**src/rtl/avi_ts_pkg.sv**
```systemverilog
`timescale 1ns / 1ps

package avi_ts_pkg;

   // Item kinds on the request channel.
   localparam logic REQ_DEFINE = 1'b0;
   localparam logic REQ_ENTRY  = 1'b1;

   // Configuration register indexes.
   localparam logic CSR_OFFSET_BASE = 1'b0;
   localparam logic CSR_FILE_LENGTH = 1'b1;

   // Entry format constants.
   localparam int          KEYFRAME_BIT = 4;
   localparam logic [7:0]  ASCII_ZERO   = 8'h30;
   localparam logic [7:0]  ASCII_NINE   = 8'h39;
   localparam logic [40:0] HEADER_BYTES = 41'd8;

   // Bits handled by the serial divider and multiplier, one per cycle.
   localparam int DIGITS = 32;
   localparam int CNT_W  = $clog2(DIGITS);

   typedef struct packed {
      logic        req_type;
      logic [1:0]  track_slot;
      logic [6:0]  stream_number;
      logic [31:0] time_scale;
      logic [31:0] stream_start;
      logic [31:0] unit_size;
      logic        is_audio;
      logic [31:0] chunk_tag;
      logic [31:0] entry_flags;
      logic [31:0] rel_offset;
      logic [31:0] byte_size;
   } req_item_type;

   typedef struct packed {
      logic               sample_valid;
      logic               bounds_error;
      logic [1:0]         sample_track;
      logic [39:0]        data_offset;
      logic [31:0]        payload_bytes;
      logic signed [63:0] timestamp;
      logic [31:0]        duration;
      logic               sync;
      logic [31:0]        sample_number;
   } rsp_item_type;

   // Status of the serial divide and scale unit.
   typedef struct packed {
      logic done;
      logic q_nonzero;
      logic overflow;
   } div_status_type;

endpackage

```
**src/rtl/avi_ts_serial_div.sv**
```systemverilog
`timescale 1ns / 1ps

// Restoring divider, one quotient bit per cycle, MSB first. Each quotient bit
// is folded into a running product scale * quotient (Horner form), with a
// sticky flag once the product leaves 32 bits.
module avi_ts_serial_div
   import avi_ts_pkg::*;
(
   input  logic           clock,
   input  logic           reset,
   input  logic           go,
   input  logic [31:0]    dividend,
   input  logic [31:0]    divisor,
   input  logic [31:0]    scale,
   output div_status_type status,
   output logic [31:0]    product
);

   logic             busy_ff;
   logic             done_ff;
   logic [CNT_W-1:0] cnt_ff;
   logic [31:0]      dividend_ff;
   logic [31:0]      divisor_ff;
   logic [31:0]      scale_ff;
   logic [31:0]      rem_ff;
   logic [31:0]      prod_ff;
   logic             ovf_ff;
   logic             qnz_ff;

   logic [32:0] trial;
   logic        ge;
   logic [32:0] diff;
   logic [33:0] sum;

   always_comb begin
      trial = {rem_ff, dividend_ff[31]};
      ge    = trial >= {1'b0, divisor_ff};
      diff  = trial - {1'b0, divisor_ff};
      sum   = {1'b0, prod_ff, 1'b0} + {2'b00, (ge ? scale_ff : 32'd0)};
   end

   always_ff @(posedge clock) begin
      if (reset) begin
         busy_ff <= 1'b0;
         done_ff <= 1'b0;
         cnt_ff  <= '0;
      end else begin
         done_ff <= 1'b0;
         if (go) begin
            busy_ff     <= 1'b1;
            cnt_ff      <= '0;
            dividend_ff <= dividend;
            divisor_ff  <= divisor;
            scale_ff    <= scale;
            rem_ff      <= '0;
            prod_ff     <= '0;
            ovf_ff      <= 1'b0;
            qnz_ff      <= 1'b0;
         end else if (busy_ff) begin
            dividend_ff <= {dividend_ff[30:0], 1'b0};
            rem_ff      <= ge ? diff[31:0] : trial[31:0];
            prod_ff     <= sum[31:0];
            ovf_ff      <= ovf_ff | (sum[33:32] != 2'b00);
            qnz_ff      <= qnz_ff | ge;
            cnt_ff      <= cnt_ff + 1'b1;
            if (cnt_ff == CNT_W'(DIGITS - 1)) begin
               busy_ff <= 1'b0;
               done_ff <= 1'b1;
            end
         end
      end
   end

   assign status.done      = done_ff;
   assign status.q_nonzero = qnz_ff;
   assign status.overflow  = ovf_ff;
   assign product          = prod_ff;

endmodule

```
**src/rtl/avi_ts_serial_mul.sv**
```systemverilog
`timescale 1ns / 1ps

// Shift-add multiplier, one multiplier bit per cycle, MSB first.
module avi_ts_serial_mul
   import avi_ts_pkg::*;
(
   input  logic        clock,
   input  logic        reset,
   input  logic        go,
   input  logic [31:0] mplier,
   input  logic [31:0] mcand,
   output logic        done,
   output logic [63:0] product
);

   logic             busy_ff;
   logic             done_ff;
   logic [CNT_W-1:0] cnt_ff;
   logic [31:0]      mplier_ff;
   logic [31:0]      mcand_ff;
   logic [63:0]      acc_ff;

   logic [63:0] acc_in;

   assign acc_in = {acc_ff[62:0], 1'b0} + {32'd0, (mplier_ff[31] ? mcand_ff : 32'd0)};

   always_ff @(posedge clock) begin
      if (reset) begin
         busy_ff <= 1'b0;
         done_ff <= 1'b0;
         cnt_ff  <= '0;
      end else begin
         done_ff <= 1'b0;
         if (go) begin
            busy_ff   <= 1'b1;
            cnt_ff    <= '0;
            mplier_ff <= mplier;
            mcand_ff  <= mcand;
            acc_ff    <= '0;
         end else if (busy_ff) begin
            mplier_ff <= {mplier_ff[30:0], 1'b0};
            acc_ff    <= acc_in;
            cnt_ff    <= cnt_ff + 1'b1;
            if (cnt_ff == CNT_W'(DIGITS - 1)) begin
               busy_ff <= 1'b0;
               done_ff <= 1'b1;
            end
         end
      end
   end

   assign done    = done_ff;
   assign product = acc_ff;

endmodule

```
**src/rtl/avi_index_entry_timestamper.sv**
```systemverilog
// A definition goes from IDLE straight to DONE; a skipped or rejected entry passes
// through CHECK to DONE; a sample entry passes CHECK, RUN and FINISH. DONE loads the
// output register once it is free. The block takes one item at a time; RUN lasts as long
// as the 32-step serial divider (byte size by unit size) that runs beside the multiplier.
// Reset (synchronous, active high) clears the defined flags of all track slots, the
// sample counter, the sticky bounds error, both configuration registers and output valid.
`timescale 1ns / 1ps

module avi_index_entry_timestamper
   import avi_ts_pkg::*;
#(
   parameter int MAX_TRACKS = 4
) (
   input  logic         clock,
   input  logic         reset,
   // Request channel.
   input  logic         req_valid,
   output logic         req_ready,
   input  req_item_type req_data,
   // Result channel.
   output logic         rsp_valid,
   input  logic         rsp_ready,
   output rsp_item_type rsp_data,
   // Configuration write channel.
   input  logic         csr_valid,
   output logic         csr_ready,
   input  logic         csr_index,
   input  logic [39:0]  csr_data
);

   localparam int SLOT_W = (MAX_TRACKS > 1) ? $clog2(MAX_TRACKS) : 1;

   // The controller walks one item at a time through these steps. A definition
   // goes straight to DONE; an entry is checked, then the serial units run unless it is skipped or out of bounds.
   typedef enum logic [2:0] {
      ST_IDLE,
      ST_CHECK,
      ST_RUN,
      ST_FINISH,
      ST_DONE
   } state_type;

   state_type state_ff;

   // Configuration registers.
   logic [32:0] offset_base_ff;
   logic [39:0] file_length_ff;

   // Track slot table. Only the defined flags need a reset: every other field
   // is written by the definition that sets the flag.
   logic [MAX_TRACKS-1:0] slot_defined_ff;
   logic [6:0]            slot_stream_ff  [MAX_TRACKS];
   logic [31:0]           slot_scale_ff   [MAX_TRACKS];
   logic [31:0]           slot_start_ff   [MAX_TRACKS];
   logic [31:0]           slot_unit_ff    [MAX_TRACKS];
   logic                  slot_audio_ff   [MAX_TRACKS];
   logic [63:0]           running_time_ff [MAX_TRACKS];

   logic [31:0] samples_ff;
   logic        error_ff;

   // The entry being worked on.
   logic              hit_ff;
   logic [SLOT_W-1:0] found_ff;
   logic [31:0]       flags_ff;
   logic [31:0]       rel_ff;
   logic [31:0]       bytes_ff;
   logic [31:0]       scale_ff;
   logic              unit_zero_ff;
   logic              audio_ff;
   logic [63:0]       run_ff;
   logic [39:0]       offset_ff;
   logic [31:0]       dur_ff;
   logic [63:0]       ts_ff;

   // Pending result and the output register that parts it from the consumer.
   rsp_item_type res_ff;
   rsp_item_type rsp_ff;
   logic         rsp_valid_ff;

   // Every item starts from an empty result that carries the latched error.
   rsp_item_type res_start;

   always_comb begin
      res_start              = '0;
      res_start.bounds_error = error_ff;
   end

   // Tag decode: the first two tag characters must be ASCII digits and give
   // the stream number as tens and units.
   logic [7:0]        tag_a;
   logic [7:0]        tag_b;
   logic              tag_ok;
   logic [6:0]        tag_stream;
   logic              match_hit;
   logic [SLOT_W-1:0] match_idx;

   always_comb begin
      tag_a      = req_data.chunk_tag[7:0] - ASCII_ZERO;
      tag_b      = req_data.chunk_tag[15:8] - ASCII_ZERO;
      tag_ok     = (req_data.chunk_tag[7:0] inside {[ASCII_ZERO:ASCII_NINE]}) &&
                   (req_data.chunk_tag[15:8] inside {[ASCII_ZERO:ASCII_NINE]});
      tag_stream = {tag_a[3:0], 3'b000} + {2'b00, tag_a[3:0], 1'b0} + {3'b000, tag_b[3:0]};
      // Scanning from the top down lets the lowest matching slot win when two
      // slots carry the same stream number.
      match_hit = 1'b0;
      match_idx = '0;
      for (int i = MAX_TRACKS - 1; i >= 0; i--) begin
         if (tag_ok && slot_defined_ff[i] && (slot_stream_ff[i] == tag_stream)) begin
            match_hit = 1'b1;
            match_idx = SLOT_W'(i);
         end
      end
   end

   // A definition for a slot that this instance does not have is dropped.
   logic              def_slot_ok;
   logic [SLOT_W-1:0] def_idx;

   assign def_slot_ok = 32'(req_data.track_slot) < MAX_TRACKS;
   assign def_idx     = SLOT_W'(req_data.track_slot);

   // Bounds check: the payload must end at or before the file length. The sum
   // is carried at 41 bits so a wrap can never hide an overrun.
   logic [40:0] hdr_end;
   logic [40:0] payload_end;
   logic        out_of_bounds;
   logic        skip_entry;
   logic        serial_go;

   always_comb begin
      hdr_end       = {8'd0, offset_base_ff} + {9'd0, rel_ff} + HEADER_BYTES;
      payload_end   = hdr_end + {9'd0, bytes_ff};
      out_of_bounds = payload_end > {1'b0, file_length_ff};
      skip_entry    = error_ff || !hit_ff || (bytes_ff == 32'd0);
      serial_go     = (state_ff == ST_CHECK) && !skip_entry && !out_of_bounds;
   end

   // Serial units: the divider also forms scale * (bytes / unit) as the
   // quotient bits appear, while the multiplier forms start * scale.
   div_status_type div_stat;
   logic [31:0]    div_product;
   logic           mul_done;
   logic [63:0]    mul_product;

   avi_ts_serial_div u_div (
      .clock    (clock),
      .reset    (reset),
      .go       (serial_go),
      .dividend (bytes_ff),
      .divisor  (slot_unit_ff[found_ff]),
      .scale    (slot_scale_ff[found_ff]),
      .status   (div_stat),
      .product  (div_product)
   );

   avi_ts_serial_mul u_mul (
      .clock   (clock),
      .reset   (reset),
      .go      (serial_go),
      .mplier  (slot_start_ff[found_ff]),
      .mcand   (slot_scale_ff[found_ff]),
      .done    (mul_done),
      .product (mul_product)
   );

   // Duration: the track scale when the unit size is zero or the entry holds
   // less than one unit, saturated when the product leaves 32 bits.
   logic [31:0] dur_calc;

   always_comb begin
      if (unit_zero_ff || !div_stat.q_nonzero) begin
         dur_calc = scale_ff;
      end else if (div_stat.overflow) begin
         dur_calc = '1;
      end else begin
         dur_calc = div_product;
      end
   end

   always_ff @(posedge clock) begin
      if (reset) begin
         state_ff        <= ST_IDLE;
         offset_base_ff  <= '0;
         file_length_ff  <= '0;
         slot_defined_ff <= '0;
         samples_ff      <= '0;
         error_ff        <= 1'b0;
         rsp_valid_ff    <= 1'b0;
      end else begin
         // Configuration writes must arrive only while the block is idle; the block itself does not enforce this.
         if (csr_valid) begin
            case (csr_index)
               CSR_OFFSET_BASE: offset_base_ff <= csr_data[32:0];
               CSR_FILE_LENGTH: file_length_ff <= csr_data;
               default: ;
            endcase
         end

         // In DONE the output register is reloaded below, so only drop valid here
         // when no new item is handed over.
         if (rsp_valid_ff && rsp_ready && (state_ff != ST_DONE)) begin
            rsp_valid_ff <= 1'b0;
         end

         case (state_ff)
            ST_IDLE: begin
               if (req_valid) begin
                  res_ff <= res_start;
                  if (req_data.req_type == REQ_DEFINE) begin
                     if (def_slot_ok) begin
                        slot_stream_ff[def_idx]  <= req_data.stream_number;
                        slot_scale_ff[def_idx]   <= req_data.time_scale;
                        slot_start_ff[def_idx]   <= req_data.stream_start;
                        slot_unit_ff[def_idx]    <= req_data.unit_size;
                        slot_audio_ff[def_idx]   <= req_data.is_audio;
                        slot_defined_ff[def_idx] <= req_data.time_scale != 32'd0;
                        running_time_ff[def_idx] <= '0;
                     end
                     state_ff <= ST_DONE;
                  end else begin
                     hit_ff   <= match_hit;
                     found_ff <= match_idx;
                     flags_ff <= req_data.entry_flags;
                     rel_ff   <= req_data.rel_offset;
                     bytes_ff <= req_data.byte_size;
                     state_ff <= ST_CHECK;
                  end
               end
            end

            ST_CHECK: begin
               if (skip_entry) begin
                  state_ff <= ST_DONE;
               end else if (out_of_bounds) begin
                  // The error sticks until reset and blocks all later entries.
                  error_ff            <= 1'b1;
                  res_ff.bounds_error <= 1'b1;
                  state_ff            <= ST_DONE;
               end else begin
                  scale_ff     <= slot_scale_ff[found_ff];
                  unit_zero_ff <= slot_unit_ff[found_ff] == 32'd0;
                  audio_ff     <= slot_audio_ff[found_ff];
                  run_ff       <= running_time_ff[found_ff];
                  offset_ff    <= hdr_end[39:0];
                  state_ff     <= ST_RUN;
               end
            end

            ST_RUN: begin
               if (div_stat.done) begin
                  dur_ff   <= dur_calc;
                  ts_ff    <= run_ff + mul_product;
                  state_ff <= ST_FINISH;
               end
            end

            ST_FINISH: begin
               running_time_ff[found_ff] <= run_ff + {32'd0, dur_ff};
               samples_ff                <= samples_ff + 32'd1;
               res_ff.sample_valid       <= 1'b1;
               res_ff.bounds_error       <= 1'b0;
               res_ff.sample_track       <= 2'(found_ff);
               res_ff.data_offset        <= offset_ff;
               res_ff.payload_bytes      <= bytes_ff;
               res_ff.timestamp          <= ts_ff;
               res_ff.duration           <= dur_ff;
               res_ff.sync               <= audio_ff | flags_ff[KEYFRAME_BIT];
               res_ff.sample_number      <= samples_ff;
               state_ff                  <= ST_DONE;
            end

            ST_DONE: begin
               // Hand the result over once the output register is free.
               if (!rsp_valid_ff || rsp_ready) begin
                  rsp_ff       <= res_ff;
                  rsp_valid_ff <= 1'b1;
                  state_ff     <= ST_IDLE;
               end
            end

            default: state_ff <= ST_IDLE;
         endcase
      end
   end

   // Nothing is taken on an edge that the synchronous reset claims.
   assign req_ready = (state_ff == ST_IDLE) && !reset;
   assign rsp_valid = rsp_valid_ff;
   assign rsp_data  = rsp_ff;
   assign csr_ready = !reset;

   // The two serial units start together and run the same number of steps.
   a_units_in_step: assert property (@(posedge clock) disable iff (reset)
      div_stat.done == mul_done)
      else $error("divider and multiplier finished on different cycles");

   // Once latched, the bounds error holds until reset.
   a_error_sticky: assert property (@(posedge clock) disable iff (reset)
      error_ff |=> error_ff)
      else $error("bounds error cleared without reset");

   // A delivered sample never carries the error flag.
   a_sample_no_error: assert property (@(posedge clock) disable iff (reset)
      rsp_valid_ff && rsp_ff.sample_valid |-> !rsp_ff.bounds_error)
      else $error("sample item reported with bounds error");

   // The sample counter moves only when a sample is committed.
   a_counter_commit: assert property (@(posedge clock) disable iff (reset)
      state_ff != ST_FINISH |=> samples_ff == $past(samples_ff))
      else $error("sample counter changed outside commit");

   // The serial units finish only while the controller waits for them.
   a_done_in_run: assert property (@(posedge clock) disable iff (reset)
      div_stat.done |-> state_ff == ST_RUN)
      else $error("serial unit finished outside the run step");

endmodule
```
**config.mk**
```make
export PLATFORM = sky130hd
export DESIGN_NAME = avi_index_entry_timestamper
export DESIGN_NICKNAME = d
export VERILOG_FILES = /design/src/rtl/avi_ts_pkg.sv /design/src/rtl/avi_ts_serial_div.sv /design/src/rtl/avi_ts_serial_mul.sv /design/src/rtl/avi_index_entry_timestamper.sv
export SDC_FILE = /design/constraint.sdc
export NUM_CORES = 2
export LEC_CHECK = 0
export BUFFER_PORTS_ARGS = -buffer_cell sky130_fd_sc_hd__buf_2
export CORE_ASPECT_RATIO = 0.8
export CORE_MARGIN = 1
export CORE_UTILIZATION = 55
export DETAILED_ROUTE_END_ITERATION = 10
export MAX_ROUTING_LAYER = met4
export PLACE_DENSITY = 0.75
export SLEW_MARGIN = 30
export SYNTH_ARGS = -nofsm -noshare
export SYNTH_HDL_FRONTEND = slang
export SYNTH_HIERARCHICAL = 1
export SYNTH_SLANG_ARGS = --single-unit
```
**constraint.sdc**
```tcl
create_clock -name clock -period 14.4 [get_ports clock]
set_input_delay 2.88 -clock clock [delete_from_list [all_inputs] [get_ports clock]]
set_output_delay 2.88 -clock clock [all_outputs]
set_load 0.05 [all_outputs]
```
==> impl_metrics.csv <==
group,metric,value,unit
power,power_switching,2.51,mW
clock_tree,ctsLongestPathBuffers,3,
sta,finClkSkew,0.0437,ns
cells_and_area,final_nets,6677,
die,die_w,427,um
synth,ys_warn_count,6,
place,io_buffer_count,435,
synth,syn_area,79600,um2
setup_path,path_common_cell,"ha_1",
sta,worst_pin_slew,1.00,ns
global_routing,grt_usage,25.4,%
status,outcome,"finished clean",
setup_path,cp-start-kind,"flop",
sta,rsz0062_at_grt,"no",
clock_tree,numCtsBuffers,168,
power,power.leakage,33.0,nW
die,ios,489,
routing,wire_per_inst,22.3,um
setup_path,end_kind,"flop",
die,die_area,146000,um2
routing,viasPerCell,5.94,
setup_path,reg2reg_from,"rel_ff[1]$_DFFE_PP_",
sta,fmax,108,MHz
setup_path,r2r.worst_path.cells,32,
setup_path,ff2ff_setup_slack,5.16,ns
place,place_congestion,0.943,
routing,ant_nets,0,
die,die_y,342,um
sta,slew_violations,0,
clock_tree,root_buffer,"clkbuf_16",
sta,holdWs,0.407,ns
cells_and_area,most-common-layout-cells,"1,656 x edfxtp_1, 434 x buf_2, 375 x nand2_1, 364 x a21oi_1, 340 x nor2_1",
setup_path,r2r_end,"u_mul/product[8]$_SDFFCE_PP0P_",
routing,route.vias.total,48200,
cells_and_area,layout-drive-gt1-share,16.9,%
routing,drtIter0Drc,5026,
power,p_clk_share,39.8,%
power,peakVddDrop,118,uV
setup_path,cp_slowest_stage_delay,0.70,ns
global_routing,grt_overflow,0,
min_path,hp-class,"flop to flop",
global_routing,antenna_found_initial,32,
clock_tree,cts_tree,"yes",
sta,relSlewSlack,33.1,%
sta,finalSetupViolCount,0,
die,start_util,55.5,%
power,pwr-share-comb,7.5,%
power,pwr-share-seq,52.7,%
place,place_hpwl,125000,um
sta,hold_viol,0,
power,p_per_area,123,nW/um2
place,dp_cells,7772,
global_routing,grt_pass1_wl,274000,um
cells_and_area,fin_cells,8118,
clock_tree,clk_pin_slew,0.06,ns
setup_path,cp-startpoint,"rel_ff[1]$_DFFE_PP_",
setup_path,critPathMaxFanout,64,
routing,drc,0,
power,p_int,8.52,mW
cells_and_area,layout_commonest_cell,"edfxtp_1",
setup_path,cp.arrival,9.67,ns
die,rows,124,
routing,wirelength,181000,um
sta,fin_tns_setup,0,ns
sta,period_share,64.2,%
clock_tree,cts_setup_buffers,0,
clock_tree,cts_resized,0,
cells_and_area,area_delta_synth_final,12.3,%
clock_tree,hold_buffers,0,
synth,syn_area_per_cell,14.2,um2
job,maxCapViolations,0,
clock_tree,htreeDepth,4,
sta,fin_crit,9.24,ns
setup_path,setup.worst_path.end,"u_mul/product[8]$_SDFFCE_PP0P_",
power,sw_frac_of_total,22.7,%
global_routing,grt_pass1_vias,46400,
clock_tree,cts.sinks,1783,
routing,firstDrtPassIters,6,
synth,netlist_instances,5612,
setup_path,worstSetupPathType,"flop to flop",
die,core-area,143000,um2
setup_path,cp_slowest_cell,"buf_4",
clock_tree,insertion_delay,0.82,ns
global_routing,grt_max_degree,129,
setup_path,required,14.82,ns
## worst max-delay path, delay by kind of cell (launching register included)
kind | cells | cell delay (ns)
compound gates | 14 | 3.38
flops | 1 | 0.36
simple gates | 7 | 1.48
fa+ha+maj | 5 | 1.58
buf+inv | 4 | 1.52
xor+xnor | 2 | 0.40
## routing by layer
layer	vias to the layer above	track usage (%)	wire, um
li1	22400	-	-
met1	23700	36.5	80000
met2	1870	37.1	81300
met3	258	4.73	15600
met4	0	6.99	3920
met5	-	-	0
## how the worst min path moves through the flow
stage	to	slack (ns)	depth (start not counted)	from
2_1_floorplan	rsp_data[0]$_DFFE_PP_	0.40	0	res_ff[0]$_SDFFCE_PN0P_
3_3_place_gp	rsp_data[153]$_DFFE_PP_	0.40	0	res_ff[153]$_SDFFCE_PN0P_
3_5_place_dp	rsp_data[110]$_DFFE_PP_	0.40	0	res_ff[110]$_SDFFCE_PN0P_
4_1_cts	rsp_data[102]$_DFFE_PP_	0.41	0	res_ff[102]$_SDFFCE_PN0P_
5_1_grt	rsp_data[176]$_DFFE_PP_	0.41	0	res_ff[176]$_SDFFCE_PN0P_
6_report	rsp_data[102]$_DFFE_PP_	0.41	0	res_ff[102]$_SDFFCE_PN0P_
## power by group through the flow
stage / Clock, mW / Sequential [mW] / Combinational, mW
floorplan: 0 / 5.97 / 0.532
global placement: 0 / 5.92 / 0.791
detailed placement: 0 / 5.92 / 0.811
CTS: 4.47 / 5.81 / 0.818
global route: 4.64 / 5.82 / 0.907
finish: 4.38 / 5.81 / 0.823
## metrics by stage
stage	utilization [%]	cell area [um2]	setup slack, ns	total power [mW]
6_report	62.4	89400	5.16	11.0
3_3_place_gp	58.4	83700	4.63	6.71
3_5_place_dp	58.5	83900	5.31	6.74
5_1_grt	62.4	89400	4.58	11.4
2_1_floorplan	-	79700	0.579	6.51
4_1_cts	62.3	89300	5.26	11.1
## registers in the layout, indices dropped and copies added, names as in the netlist, 64 cells and up
name / flops
res_ff: 199
slot_scale_ff: 128
run_ff: 64
u_mul/product: 64
slot_unit_ff: 128
slot_start_ff: 128
rsp_data: 199
running_time_ff: 256
ts_ff: 64
## layout make-up
cell class / count / area [um2]
timing repair buffer: 491 / 2740
clock inverter: 100 / 970
sequential: 1783 / 52300
fill: 10600 / 53900
clock buffer: 207 / 4450
antenna: 37 / 92.6
tap: 1890 / 2360
inverter: 160 / 601
multi-input combinational: 3450 / 26000
Power figures use the tool's default switching activity.
